`src/rtl/core/srsw_pkg.sv`:
```
// Shared types and constants for the selective-repeat sender window.
package srsw_pkg;

    localparam int SEQ_BITS     = 3;
    localparam int SLOT_BITS    = 2;
    localparam int PAYLOAD_BITS = 32;
    localparam int WINDOW_SLOTS = 4;

    // request kinds
    localparam logic [1:0] ACT_SEND    = 2'd0;
    localparam logic [1:0] ACT_ACK     = 2'd1;
    localparam logic [1:0] ACT_TIMEOUT = 2'd2;

    // result status codes
    localparam logic [2:0] ST_SENT         = 3'd0;
    localparam logic [2:0] ST_FULL         = 3'd1;
    localparam logic [2:0] ST_RESENT       = 3'd2;
    localparam logic [2:0] ST_ACK_ACCEPTED = 3'd3;
    localparam logic [2:0] ST_ACK_IGNORED  = 3'd4;
    localparam logic [2:0] ST_TIMEOUT_IDLE = 3'd5;

    typedef struct packed {
        logic [1:0]              action;
        logic [PAYLOAD_BITS-1:0] payload_word;
        logic [SEQ_BITS-1:0]     ack_number;
        logic                    ack_intact;
        logic [SLOT_BITS-1:0]    expired_slot;
    } t_in;

    typedef struct packed {
        logic [2:0]              status;
        logic [SEQ_BITS-1:0]     packet_seq;
        logic [PAYLOAD_BITS-1:0] packet_payload;
        logic [SLOT_BITS-1:0]    timer_slot;
        logic [SEQ_BITS-1:0]     window_base;
        logic [SEQ_BITS-1:0]     next_sequence;
        logic                    window_full;
    } t_out;

    // one slot of the retransmit buffer
    typedef struct packed {
        logic [SEQ_BITS-1:0]     seq;
        logic [PAYLOAD_BITS-1:0] payload;
    } t_entry;

endpackage

```
`src/rtl/core/srsw_ram.sv`:
```
// Generic single-write, single-read RAM with registered read data.
module srsw_ram #(
    parameter int WIDTH = 8,
    parameter int DEPTH = 4,
    localparam int ADDR_BITS = (DEPTH > 1) ? $clog2(DEPTH) : 1
) (
    input  logic                 i_clk,
    input  logic                 i_wr_en,
    input  logic [ADDR_BITS-1:0] i_wr_addr,
    input  logic [WIDTH-1:0]     i_wr_data,
    input  logic                 i_rd_en,
    input  logic [ADDR_BITS-1:0] i_rd_addr,
    output logic [WIDTH-1:0]     o_rd_data
);

    logic [WIDTH-1:0] r_mem [DEPTH];
    logic [WIDTH-1:0] r_rd_data;

    always_ff @(posedge i_clk) begin
        if (i_wr_en) begin
            r_mem[i_wr_addr] <= i_wr_data;
        end
        if (i_rd_en) begin
            r_rd_data <= r_mem[i_rd_addr];
        end
    end

    assign o_rd_data = r_rd_data;

endmodule

```
`src/rtl/core/selective_repeat_sender_window.sv`:
```
// Selective-repeat ARQ sender window: send, ack and timeout handling over a
// four-slot retransmit buffer. Each request passes a capture step and an
// update step: the capture step registers it and, on a timeout, reads the
// named slot of the buffer RAM, whose read data is registered; the update
// step changes base, next sequence and acked marks, writes the buffer on a
// send and loads the result register. A new request is taken only after the last one's update; a
// result held by output stall delays that update until the result register frees up.
module selective_repeat_sender_window import srsw_pkg::*; (
    input  logic i_clk,
    input  logic i_rst_n,
    input  logic i_in_valid,
    output logic o_in_stall,
    input  t_in  i_in_data,
    output logic o_out_valid,
    input  logic i_out_stall,
    output t_out o_out_data
);

    logic                    r_busy;
    t_in                     r_req;
    logic                    r_out_valid;
    t_out                    r_out;
    logic [SEQ_BITS-1:0]     r_base;
    logic [SEQ_BITS-1:0]     r_next;
    logic [WINDOW_SLOTS-1:0] r_marks;

    logic [SEQ_BITS-1:0]     n_base;
    logic [SEQ_BITS-1:0]     n_next;
    logic [WINDOW_SLOTS-1:0] n_marks;
    t_out                    n_res;

    logic                    in_acc;
    logic                    step;
    logic                    rd_en;
    logic                    wr_req;
    t_entry                  wr_data;
    t_entry                  rd_data;
    logic [SLOT_BITS-1:0]    send_slot;
    logic [SLOT_BITS-1:0]    ack_slot;
    logic [SEQ_BITS-1:0]     ack_dist;
    logic                    cur_full;
    logic                    ack_ok;

    assign in_acc = i_in_valid && !r_busy;
    assign step   = r_busy && (!r_out_valid || !i_out_stall);
    assign rd_en  = in_acc && (i_in_data.action == ACT_TIMEOUT);

    assign send_slot = r_next[SLOT_BITS-1:0];
    assign ack_slot  = r_req.ack_number[SLOT_BITS-1:0];
    assign ack_dist  = r_req.ack_number - r_base;
    assign cur_full  = (r_next == r_base + SEQ_BITS'(WINDOW_SLOTS));
    assign ack_ok    = r_req.ack_intact && (ack_dist < SEQ_BITS'(WINDOW_SLOTS));

    assign wr_data.seq     = r_next;
    assign wr_data.payload = r_req.payload_word;

    srsw_ram #(
        .WIDTH ($bits(t_entry)),
        .DEPTH (WINDOW_SLOTS)
    ) u_buf (
        .i_clk     (i_clk),
        .i_wr_en   (step && wr_req),
        .i_wr_addr (send_slot),
        .i_wr_data (wr_data),
        .i_rd_en   (rd_en),
        .i_rd_addr (i_in_data.expired_slot),
        .o_rd_data (rd_data)
    );

    always_comb begin
        logic [SEQ_BITS-1:0] scan_seq;
        logic                scan_go;
        n_base   = r_base;
        n_next   = r_next;
        n_marks  = r_marks;
        n_res    = '0;
        wr_req   = 1'b0;
        scan_seq = r_base;
        scan_go  = 1'b1;
        n_res.status = ST_ACK_IGNORED;
        unique case (r_req.action)
            ACT_SEND: begin
                if (cur_full) begin
                    n_res.status = ST_FULL;
                end else begin
                    wr_req                 = 1'b1;
                    n_marks[send_slot]     = 1'b0;
                    n_res.packet_seq       = r_next;
                    n_res.packet_payload   = r_req.payload_word;
                    n_res.timer_slot       = send_slot;
                    n_next                 = r_next + 1'b1;
                    n_res.status           = ST_SENT;
                end
            end
            ACT_ACK: begin
                if (ack_ok) begin
                    n_marks[ack_slot] = 1'b1;
                    // slide base over consecutive acked slots, stop at next_seq
                    for (int k = 0; k < WINDOW_SLOTS; k++) begin
                        scan_seq = r_base + SEQ_BITS'(k);
                        if (scan_go && (scan_seq != r_next)
                            && n_marks[scan_seq[SLOT_BITS-1:0]]) begin
                            n_marks[scan_seq[SLOT_BITS-1:0]] = 1'b0;
                            n_base = scan_seq + 1'b1;
                        end else begin
                            scan_go = 1'b0;
                        end
                    end
                    n_res.timer_slot = ack_slot;
                    n_res.status     = ST_ACK_ACCEPTED;
                end
            end
            ACT_TIMEOUT: begin
                // slot field cannot exceed the window, only the empty case idles
                if (r_next == r_base) begin
                    n_res.status = ST_TIMEOUT_IDLE;
                end else begin
                    n_res.packet_seq     = rd_data.seq;
                    n_res.packet_payload = rd_data.payload;
                    n_res.timer_slot     = r_req.expired_slot;
                    n_res.status         = ST_RESENT;
                end
            end
            default: begin
                n_res.status = ST_ACK_IGNORED;
            end
        endcase
        n_res.window_base   = n_base;
        n_res.next_sequence = n_next;
        n_res.window_full   = (n_next == n_base + SEQ_BITS'(WINDOW_SLOTS));
    end

    always_ff @(posedge i_clk) begin
        if (!i_rst_n) begin
            r_busy      <= 1'b0;
            r_out_valid <= 1'b0;
            r_base      <= '0;
            r_next      <= '0;
            r_marks     <= '0;
        end else begin
            if (in_acc) begin
                r_busy <= 1'b1;
            end else if (step) begin
                r_busy <= 1'b0;
            end
            if (step) begin
                r_out_valid <= 1'b1;
            end else if (!i_out_stall) begin
                r_out_valid <= 1'b0;
            end
            if (step) begin
                r_base  <= n_base;
                r_next  <= n_next;
                r_marks <= n_marks;
            end
        end
    end

    always_ff @(posedge i_clk) begin
        if (in_acc) begin
            r_req <= i_in_data;
        end
        if (step) begin
            r_out <= n_res;
        end
    end

    assign o_in_stall  = r_busy;
    assign o_out_valid = r_out_valid;
    assign o_out_data  = r_out;

endmodule

```
`config.mk`:
```
export PLATFORM = sky130hd
export DESIGN_NAME = selective_repeat_sender_window
export DESIGN_NICKNAME = d
export VERILOG_FILES = /design/src/rtl/core/srsw_pkg.sv /design/src/rtl/core/srsw_ram.sv /design/src/rtl/core/selective_repeat_sender_window.sv
export SDC_FILE = /design/constraint.sdc
export NUM_CORES = 1
export LEC_CHECK = 0
export ABC_AREA = 0
export ABC_CLOCK_PERIOD_IN_PS = 6010
export CAP_MARGIN = 15
export CORE_ASPECT_RATIO = 0.8
export CORE_MARGIN = 2
export CORE_UTILIZATION = 40
export DETAILED_ROUTE_END_ITERATION = 10
export DONT_BUFFER_PORTS = 1
export GPL_TIMING_DRIVEN = 0
export HOLD_SLACK_MARGIN = 0.12
export PLACE_DENSITY = 0.51
export SYNTH_ARGS = -nofsm -noshare
export SYNTH_HDL_FRONTEND = slang
export SYNTH_SLANG_ARGS = --single-unit
```
`constraint.sdc`:
```
create_clock -name i_clk -period 6.01 [get_ports i_clk]
set_input_delay 1.202 -clock i_clk [delete_from_list [all_inputs] [get_ports i_clk]]
set_output_delay 1.202 -clock i_clk [all_outputs]
set_load 0.05 [all_outputs]
```
* After elaboration in Yosys (flattened, before gate mapping)
Memories as Yosys holds them, arrays and structs flattened. A register that Yosys moved wholly into a read port is not among the register bits. Cells that the tools add are included.
Cells by class: add/subtract/negate cells 10, multiply operators 0, div/mod/pow operators 0, magnitude comparators 13, equality and inequality tests 13, shift operators 0, multiplexer cells 67, bitwise gates (word level) 11, reductions and logical operators 26
Operators by type and width (count):
- 2-to-1 mux 37 bit | 2
- one-hot mux 35 bit (2 select lines) | 1
- 2-to-1 mux 4 bit | 12
- 2-to-1 mux 3 bit | 10
- 2-to-1 mux 1 bit | 28
- bitwise AND 4 bit | 5
- NOT 4 bit | 5
- logical AND 1 bit | 18
- less-than comparator 2 x 3 -> 1 bit (second input constant) | 6
- adder 3 x 1 -> 3 bit (second input constant) | 5
- demux 1 bit (select 2 bit) | 6
- greater-or-equal comparator 2 x 1 -> 1 bit (second input constant) | 6
- != test 3 bit | 4
- == test 3 bit | 3
- one-hot mux 3 bit (3 select lines) | 1
- binary-select mux 1 bit (select 2 bit) | 4
- one-hot mux 4 bit (2 select lines) | 1
- adder 3 x 2 -> 3 bit (second input constant) | 2
- adder 3 bit (second input constant) | 2
- one-hot mux 2 bit (3 select lines) | 1
- == test 2 bit (second input constant) | 2
- != test 2 bit (second input constant) | 2
- bitwise OR 4 bit | 1
- AND reduction 4 bit | 1
- 9 further kinds | 12
Storage, ports and cells: bits in registers 99, bits in latches 0, memory bits (writable) 140, bits in read-only memories 0, logic and storage cells 158, memories kept 1
Memory list:
- u_buf.r_mem | words 4, width 35, rd ports 1, clocked after Yosys merged registers in 1, wr ports 1, RTL line srsw_ram.sv:16 | logic [WIDTH-1:0] r_mem [DEPTH];

* Longest topological paths before layout
Gate-level depths: netlist (run 1).
depth in word-level cells 31, mapped depth 15, depth with buffers taken out 13

* Hierarchy
Synthesis (run 1) repeated with hierarchy kept, for this count alone.
Second synthesis, totals: cell total of the unflattened synthesis 588, area, all modules 10941.7 um^2
Modules (own cells, without submodules):
- srsw_ram | instances 1, cells an instance 222, area each 6184.7 um^2, seq. area each 5255.0 um^2
- selective_repeat_sender_window | instances 1, cells an instance 366, area each 4757.1 um^2, seq. area each 2852.7 um^2

* Worst setup path after synthesis (run 1)
OpenSTA, ideal clock, no wires.
kind input -> register, start in i_out_stall, end mem u_buf.r_mem[0][0] in the netlist's numbering (enable), setup time 0.396 ns, arrival time 4.208 ns, required time 5.614 ns, path slack 1.407 ns, stages 3, cells stage by stage a21boi_0 clkbuf_1 and3_1
Between the ends: longest elaborated chain between the ends 6
Ends and longest elaborated chain:
- start, declared | RTL line selective_repeat_sender_window.sv:15 | input logic i_out_stall,
- logical NOT 1 bit
- logical OR 1 bit | RTL line selective_repeat_sender_window.sv:45 | assign step = r_busy && (!r_out_valid || !i_out_stall);
- logical AND 1 bit | RTL line selective_repeat_sender_window.sv:45
- via step | RTL line selective_repeat_sender_window.sv:33 | logic step;
- logical AND 1 bit | RTL line selective_repeat_sender_window.sv:62 | .i_wr_en (step && wr_req),
- 2-to-1 mux 1 bit | RTL line srsw_ram.sv:20 | if (i_wr_en) begin
- 2-to-1 mux 1 bit (not written as such) | RTL line srsw_ram.sv:21 | r_mem[i_wr_addr] <= i_wr_data;
- end, declared | RTL line srsw_ram.sv:16
The timed path passes the listed nets, and every way through them passes these cells.

==> metrics.cfg, run 1 <==
[run_status]
status=finished clean

[timing]
final.min_clock_period_ns=4.75
fmax_mhz=210
hold_viol=0
finalSetupViolCount=0
finalCritPeriodShare_pct=79.1
slew_viol_final=0
holdWs_ns=0.515
timing.slew.headroom_pct=36.6
fin_ws_ns=1.26
grt_setup_unrepaired=no
final.setup.tns_ns=0
max_slew.worst_pin.slew_ns=0.951
fin_worst_skew_ns=0.0210

[cts]
cts_sinks=274
clk_pin_slew_ns=0.06
root_buffer=clkbuf_16
insertion_delay_ns=0.54
post_cts_buffers=0
clock_path_buffers=3
hold_buffers=0
tritoncts=built
htreeDepth=1
cts_inserted_buffers=27
cts-resized-gates=0

[finish]
num-nets-final=686
layout.cells.non_filler=1006
fin_util_pct=46.5
area.growth.synth_to_final_pct=13.5
layout-drive-gt1-share_pct=17.9
final_area_um2=12300

[route]
routed_via_density=5.50
drt_iter0_drc=454
routed_wl_mm=24.4
drc=0
num_vias=5528
ant_nets=0
wl_per_cell_um=24.3
dr.pass1.iters=5

[pwr]
cellPowerDensity_nw_per_um2=339
vdd_drop_max_mv=0.247
leakage_nw=4.06
p_total_mw=4.18

[synth]
yosysUniqueCellTypes=71
ys.flop_type=edfxtp_1
syn-instance-count=594
synth_top_area_share_pct=72.3
synth_warnings=0
yosys-top-cells-area=edfxtp_1 72%, mux4_2 7.2%, a22o_1 2.8%
ys_seq_elements=274
synthArstFlopShare_pct=0
synthesis.nets=651
syn_avg_cell_area_um2=18.3
synth_top_area_cell=edfxtp_1
synth_most_common_cell=edfxtp_1
synth_edf_count=262
synth_seq_area_share_pct=74.6
synthTopCellsByCount=262 x edfxtp_1, 35 x a22o_1, 35 x mux4_2, 21 x nand2_1, 17 x inv_1
syn_area_um2=10900

[place]
placed_cells=957
dpl_cell_area_um2=11500
place_ws_ns=1.30
place.port_buffers=0
gp_congestion=0.834
place_hpwl_mm=15.7

[setup_path]
cpMaxStageDelayCell=o32ai_1
slowest_delay_ns=0.59
rrSetupSlack_ns=1.26
rr_worst_depth=14
worstPathArrival_ns=5.12
r2r_start=r_base[0]$_SDFFE_PN0P_
timing.rr.end=o_out_data[0]$_DFFE_PP_
startpoint_type=flip-flop
critPathKind=flip-flop to flip-flop
crit_required_ns=6.38
critPathMaxFanout=12
crit_chain=clkbuf_8, clkinv_1, ha_1, clkbuf_1, nand2_1, o32ai_1, a32o_1, o31a_1, o2111ai_4, and3_2, a211o_1, a31o_1, xnor2_1, a211oi_2
cp-end-kind=flip-flop

[min_path]
hp-start=r_req[26]$_DFFE_PP_
min_path_type=flip-flop to flip-flop
min_path_cells=0
min_to=u_buf.r_mem[1][20]$_DFFE_PP_

[global_routing]
grt_max_degree=57
antenna_found_initial=1
grt_usage_pct=17.3
grt_pass1_vias=5634
gr-total-overflow=0
grt_pass1_wl_mm=36.1

[die]
core_um2=26500
chipHeight_um=151
ios=93
dieArea_um2=28500
rows=53
dieWidth_um=188
initial_core_util_pct=41.0

[flow_run]
drv_cap=0

state kept, by name, indices dropped and copies added, names as in the netlist, 2 cells and up:
signal	cells
u_buf.r_mem	140
o_out_data	47
r_req	38
u_buf.o_rd_data	35
r_marks	4
r_base	3
r_next	3
ack_slot	2
cell type report:
type	count	area, um2
timing repair buffer	6	120
clock buffer	30	687
clock inverter	18	198
tap	357	447
sequential	274	8110
buffer	30	173
antenna	1	2.50
multi-input combinational	272	2540
fill	2304	14200
inverter	18	67.6
how the worst max path moves through the flow:
stage                            from                       endpoint  slack (ns)  cells past startpoint
6_report       r_base[0]$_SDFFE_PN0P_        o_out_data[0]$_DFFE_PP_        1.26                     14
5_1_grt        r_base[0]$_SDFFE_PN0P_        o_out_data[0]$_DFFE_PP_        0.96                     14
4_1_cts        r_base[0]$_SDFFE_PN0P_        o_out_data[0]$_DFFE_PP_        1.25                     14
3_5_place_dp   r_base[0]$_SDFFE_PN0P_        o_out_data[0]$_DFFE_PP_        1.30                     14
3_3_place_gp               i_in_valid  u_buf.o_rd_data[10]$_DFFE_PP_       -0.67                      2
2_1_floorplan             i_out_stall    u_buf.r_mem[0][0]$_DFFE_PP_        1.41                      3
placed cells by master (no fill, tap or decap), types with 3 or more instances in the layout:
cell type and n:
a21o_1 4, buf_12 6, and3_2 7, o21ai_0 16, a21oi_1 16, edfxtp_1 262
o21a_1 5, mux4_2 35, nor3_1 5, nand3_1 12, a22o_1 35, dfxtp_1 12
nor2b_1 5, xnor2_1 9, a21boi_0 4, and2_1 4, nand2_1 21, nor2_1 16
a211oi_1 3, xor2_1 7, clkinv_2 3, buf_6 4, clkbuf_1 17, o211ai_1 3
bufinv_16 4, clkinv_1 8, buf_1 6, clkbuf_16 27, inv_1 17, ha_1 13
cell families after synthesis:
kind of cell / after synthesis / synth area share [%]
flip-flops: 274 / 74.6
adder cells (fa/ha/maj): 13 / 1.50
XOR/XNOR: 19 / 1.81
AND/OR/NAND/NOR: 85 / 4.04
multiplexers: 38 / 7.55
AO/OA/AOI/OAI: 117 / 8.39
buffers and inverters: 48 / 2.17
power breakdown:
group          internal [mW]  switching [mW]  total, mW
registers               2.17           0.116       2.28
logic                 0.0743           0.133      0.207
clock network          0.994           0.698       1.69
metal layers:
metal	GRT usage [%]	wire length, um	vias to the layer above
li1	-	-	2456
met1	26.1	11800	2865
met2	26.1	10500	175
met3	3.52	1560	32
met4	4.06	476	0
met5	0	0	-
worst max-delay path: cells and delay by family, from the launching register on:
family	cells	cell delay, ns
adders and majority gates	1	0.43
xor gates and xnor gates	1	0.15
and+or+nand+nor	2	0.40
DFF	1	0.44
AOI/OAI and AO/OA	7	2.18
buffers and inverters	3	0.98
Power figures use the tool's default switching activity.
==> run 2, diff against run 1 <==
--- a/config.mk
+++ b/config.mk
@@ -5,8 +5,8 @@
 export SDC_FILE = /design/constraint.sdc
 export NUM_CORES = 1
 export LEC_CHECK = 0
-export ABC_AREA = 0
-export ABC_CLOCK_PERIOD_IN_PS = 6010
+export ABC_AREA = 1
+export ABC_CLOCK_PERIOD_IN_PS = 4200
 export CAP_MARGIN = 15
 export CORE_ASPECT_RATIO = 0.8
 export CORE_MARGIN = 2
@@ -15,7 +15,7 @@
 export DONT_BUFFER_PORTS = 1
 export GPL_TIMING_DRIVEN = 0
 export HOLD_SLACK_MARGIN = 0.12
-export PLACE_DENSITY = 0.51
+export PLACE_DENSITY = 0.53
 export SYNTH_ARGS = -nofsm -noshare
 export SYNTH_HDL_FRONTEND = slang
 export SYNTH_SLANG_ARGS = --single-unit
==> constraint.sdc (replaced) <==
create_clock -name i_clk -period 4.2 [get_ports i_clk]
set_input_delay 0.84 -clock i_clk [delete_from_list [all_inputs] [get_ports i_clk]]
set_output_delay 0.84 -clock i_clk [all_outputs]
set_load 0.05 [all_outputs]
==> run 2 against run 1 <==
Effect of this change:
- sequential share of layout area shrank 0.34 points
- via count grew 17%
- clock power grew 41%
- clock skew shrank 0.0029 ns
- sequential cell count is the same
- hold slack lost 0.12 ns
- area after synthesis grew 0.12%
- die area grew 0.11%
- utilization grew 0.25 points
==> metrics.cfg, run 2 <==
[route]
wl_per_cell_um=22.1
routed_via_density=5.43
drt_iter0_drc=742
routed_wl_mm=26.3
num_vias=6452
drc=0
dr.pass1.iters=5
ant_nets=0

[finish]
area.growth.synth_to_final_pct=14.0
layout.cells.non_filler=1188
num-nets-final=868
largest_reg_flops=140
final_area_um2=12400
fin_util_pct=46.8
mostFrequentLayoutCells=262 x edfxtp_1, 85 x o21ai_0, 84 x nor2_1
layout-drive-gt1-share_pct=11.7
layout_commonest_cell=edfxtp_1
regMostFlops=u_buf.r_mem
n_fill_cell=2338

[timing]
fmax_mhz=265
final.min_clock_period_ns=3.77
slew_viol_final=0
timing.slew.headroom_pct=34.3
grt_setup_unrepaired=no
finalSetupViolCount=0
max_slew.worst_pin.slew_ns=0.985
finalCritPeriodShare_pct=89.8
fin_worst_skew_ns=0.0180
holdWs_ns=0.398
hold_viol=0

[global_routing]
gr-total-overflow=0
grt_usage_pct=18.4
grt_max_degree=36
grt_pass1_vias=6496
grt_pass1_wl_mm=39.0
antenna_found_initial=1

[synth]
ys.flop_type=edfxtp_1
synth_top_area_share_pct=72.3
syn-instance-count=774
yosys-top-cells-area=edfxtp_1 72%, o21ai_0 3.9%, nor2_1 3.1%
synthesis.nets=831
synth_warnings=0
synth_top_area_cell=edfxtp_1
synth-compound-area-share_pct=10.2
synth_edf_count=262
syn_avg_cell_area_um2=14.1
synth_seq_area_share_pct=74.5
yosysUniqueCellTypes=40
ys_seq_elements=274
synth_most_common_cell=edfxtp_1
yosys.area_share.simple_pct=9.77
synth_mux_area_share_pct=0
syn_area_um2=10900
synthTopCellsByCount=262 x edfxtp_1, 90 x nor2_1, 85 x o21ai_0, 59 x nand2_1, 43 x inv_1
synth_fa_ha_area_share_pct=1.49
synthArstFlopShare_pct=0
synth_top_family_by_area=compound AO/OA/AOI/OAI gates
synth_xor_area_share_pct=1.20

[place]
place_hpwl_mm=16.9
place.port_buffers=0
dpl_cell_area_um2=11500
placed_cells=1138
gp_congestion=0.837

[cts]
clock_path_buffers=3
htreeDepth=1
cts_inserted_buffers=28
post_cts_buffers=0
root_buffer=clkbuf_16
cts-resized-gates=0
clk_pin_slew_ns=0.06
tritoncts=built
insertion_delay_ns=0.53
hold_buffers=0
cts_sinks=274

[setup_path]
critPathKind=flip-flop to flip-flop
worst-path-buf-inv=2
slowest_delay_ns=0.60
crit_required_ns=4.48
cp-end-kind=flip-flop
critPathMaxFanout=12
cpLargestDelayFamily=simple AND/OR/NAND/NOR gates
crit_chain=inv_2, buf_4, ha_1, xor2_1, nor2_1, a31oi_4, nand4_1, nand3_1, nand3_2, nand4_1, nand3b_1, nand3_2, nand3_4, nand2_2, nand3_1, nand2_2, nand2_1, nand3_1, nor2_1
critical_path.most_common_cell=nand3_1
startpoint_type=flip-flop
worstPathArrival_ns=4.05
cpMaxStageDelayCell=dfxtp_1

[die]
dieWidth_um=188
dieArea_um2=28600
initial_core_util_pct=41.0
ios=93
chipHeight_um=152
core_um2=26500
rows=53

[flow_run]
drv_cap=0

[pwr]
leakage_nw=4.16
vdd_drop_max_mv=0.271
cellPowerDensity_nw_per_um2=483

[run_status]
status=finished clean

[min_path]
min_path_type=input port to flip-flop

run 2: cell count changes after synthesis, sizes merged, moves of 6 or more:
cell	delta
a21oi	-10
and3	-7
buf	-6
clkbuf	+7
inv	+29
mux4	-35
nand2	+46
nand3	+34
nand4	+8
nor2	+74
nor2b	-6
o21ai	+69
o22ai	+37
run 2: per-stage QoR:
| stage | setup WS [ns] | TNS (ns) | total power [mW] |
|---|---|---|---|
| floorplan | -0.120 | -16.80 | 3.53 |
| global placement | -2.38 | -396.20 | 3.66 |
| detailed placement | 0.223 | 0 | 3.68 |
| CTS | 0.202 | 0 | 6.04 |
| global route | 0.122 | 0 | 6.20 |
| finish | 0.430 | 0 | 6.00 |
run 2: cell families after synthesis:
| kind of cell | count (synthesis) |
|---|---|
| adders and majority gates | 13 |
| and+or+nand+nor | 222 |
| DFF | 274 |
| AOI/OAI and AO/OA | 175 |
| buffers and inverters | 79 |
| xor gates and xnor gates | 11 |
run 2: worst reg2reg max path: stages, from the launching register on:
cell	delay, ns
dfxtp_1	0.60
inv_2	0.12
buf_4	0.22
ha_1	0.44
xor2_1	0.22
nor2_1	0.10
a31oi_4	0.28
nand4_1	0.24
nand3_1	0.14
nand3_2	0.15
nand4_1	0.17
nand3b_1	0.11
nand3_2	0.13
nand3_4	0.16
nand2_2	0.08
nand3_1	0.11
nand2_2	0.11
nand2_1	0.05
nand3_1	0.07
nor2_1	0.04
run 2: where the power goes:
| part | switching (mW) | internal [mW] |
|---|---|---|
| clock | 0.985 | 1.39 |
| combinational | 0.244 | 0.102 |
| sequential | 0.168 | 3.10 |
| total | 1.40 | 4.60 |
run 2: worst paths after layout:
path,from,slack [ns],cells after the start,endpoint
worst max-delay path,r_base[0]$_SDFFE_PN0P_,0.43,19,o_out_data[0]$_DFFE_PP_
worst min-delay path,i_in_data[30],0.40,0,r_req[30]$_DFFE_PP_
worst max register to register,r_base[0]$_SDFFE_PN0P_,0.43,19,o_out_data[0]$_DFFE_PP_
worst min register to register,u_buf.o_rd_data[33]$_DFFE_PP_,0.53,2,o_out_data[42]$_DFFE_PP_
run 2: metal layers:
metal | routed length [um] | part of all wire (%) | track usage, %
met5 | 0 | 0 | 0
met1 | 12200 | 46 | 26.9
met4 | 523 | 2.0 | 5.16
met3 | 1950 | 7.4 | 3.29
met2 | 11600 | 44 | 28.4
run 2: area by class of cell:
cell class | count | area [um2] | area share, %
Antenna cell | 1 | 2.50 | 0.0202
Buffer | 31 | 133 | 1.07
Clock buffer | 40 | 807 | 6.50
Clock inverter | 9 | 77.6 | 0.625
Inverter | 48 | 180 | 1.45
Multi-Input combinational cell | 421 | 2520 | 20.3
Sequential cell | 274 | 8110 | 65.3
Tap cell | 357 | 447 | 3.60
Timing Repair Buffer | 7 | 140 | 1.13
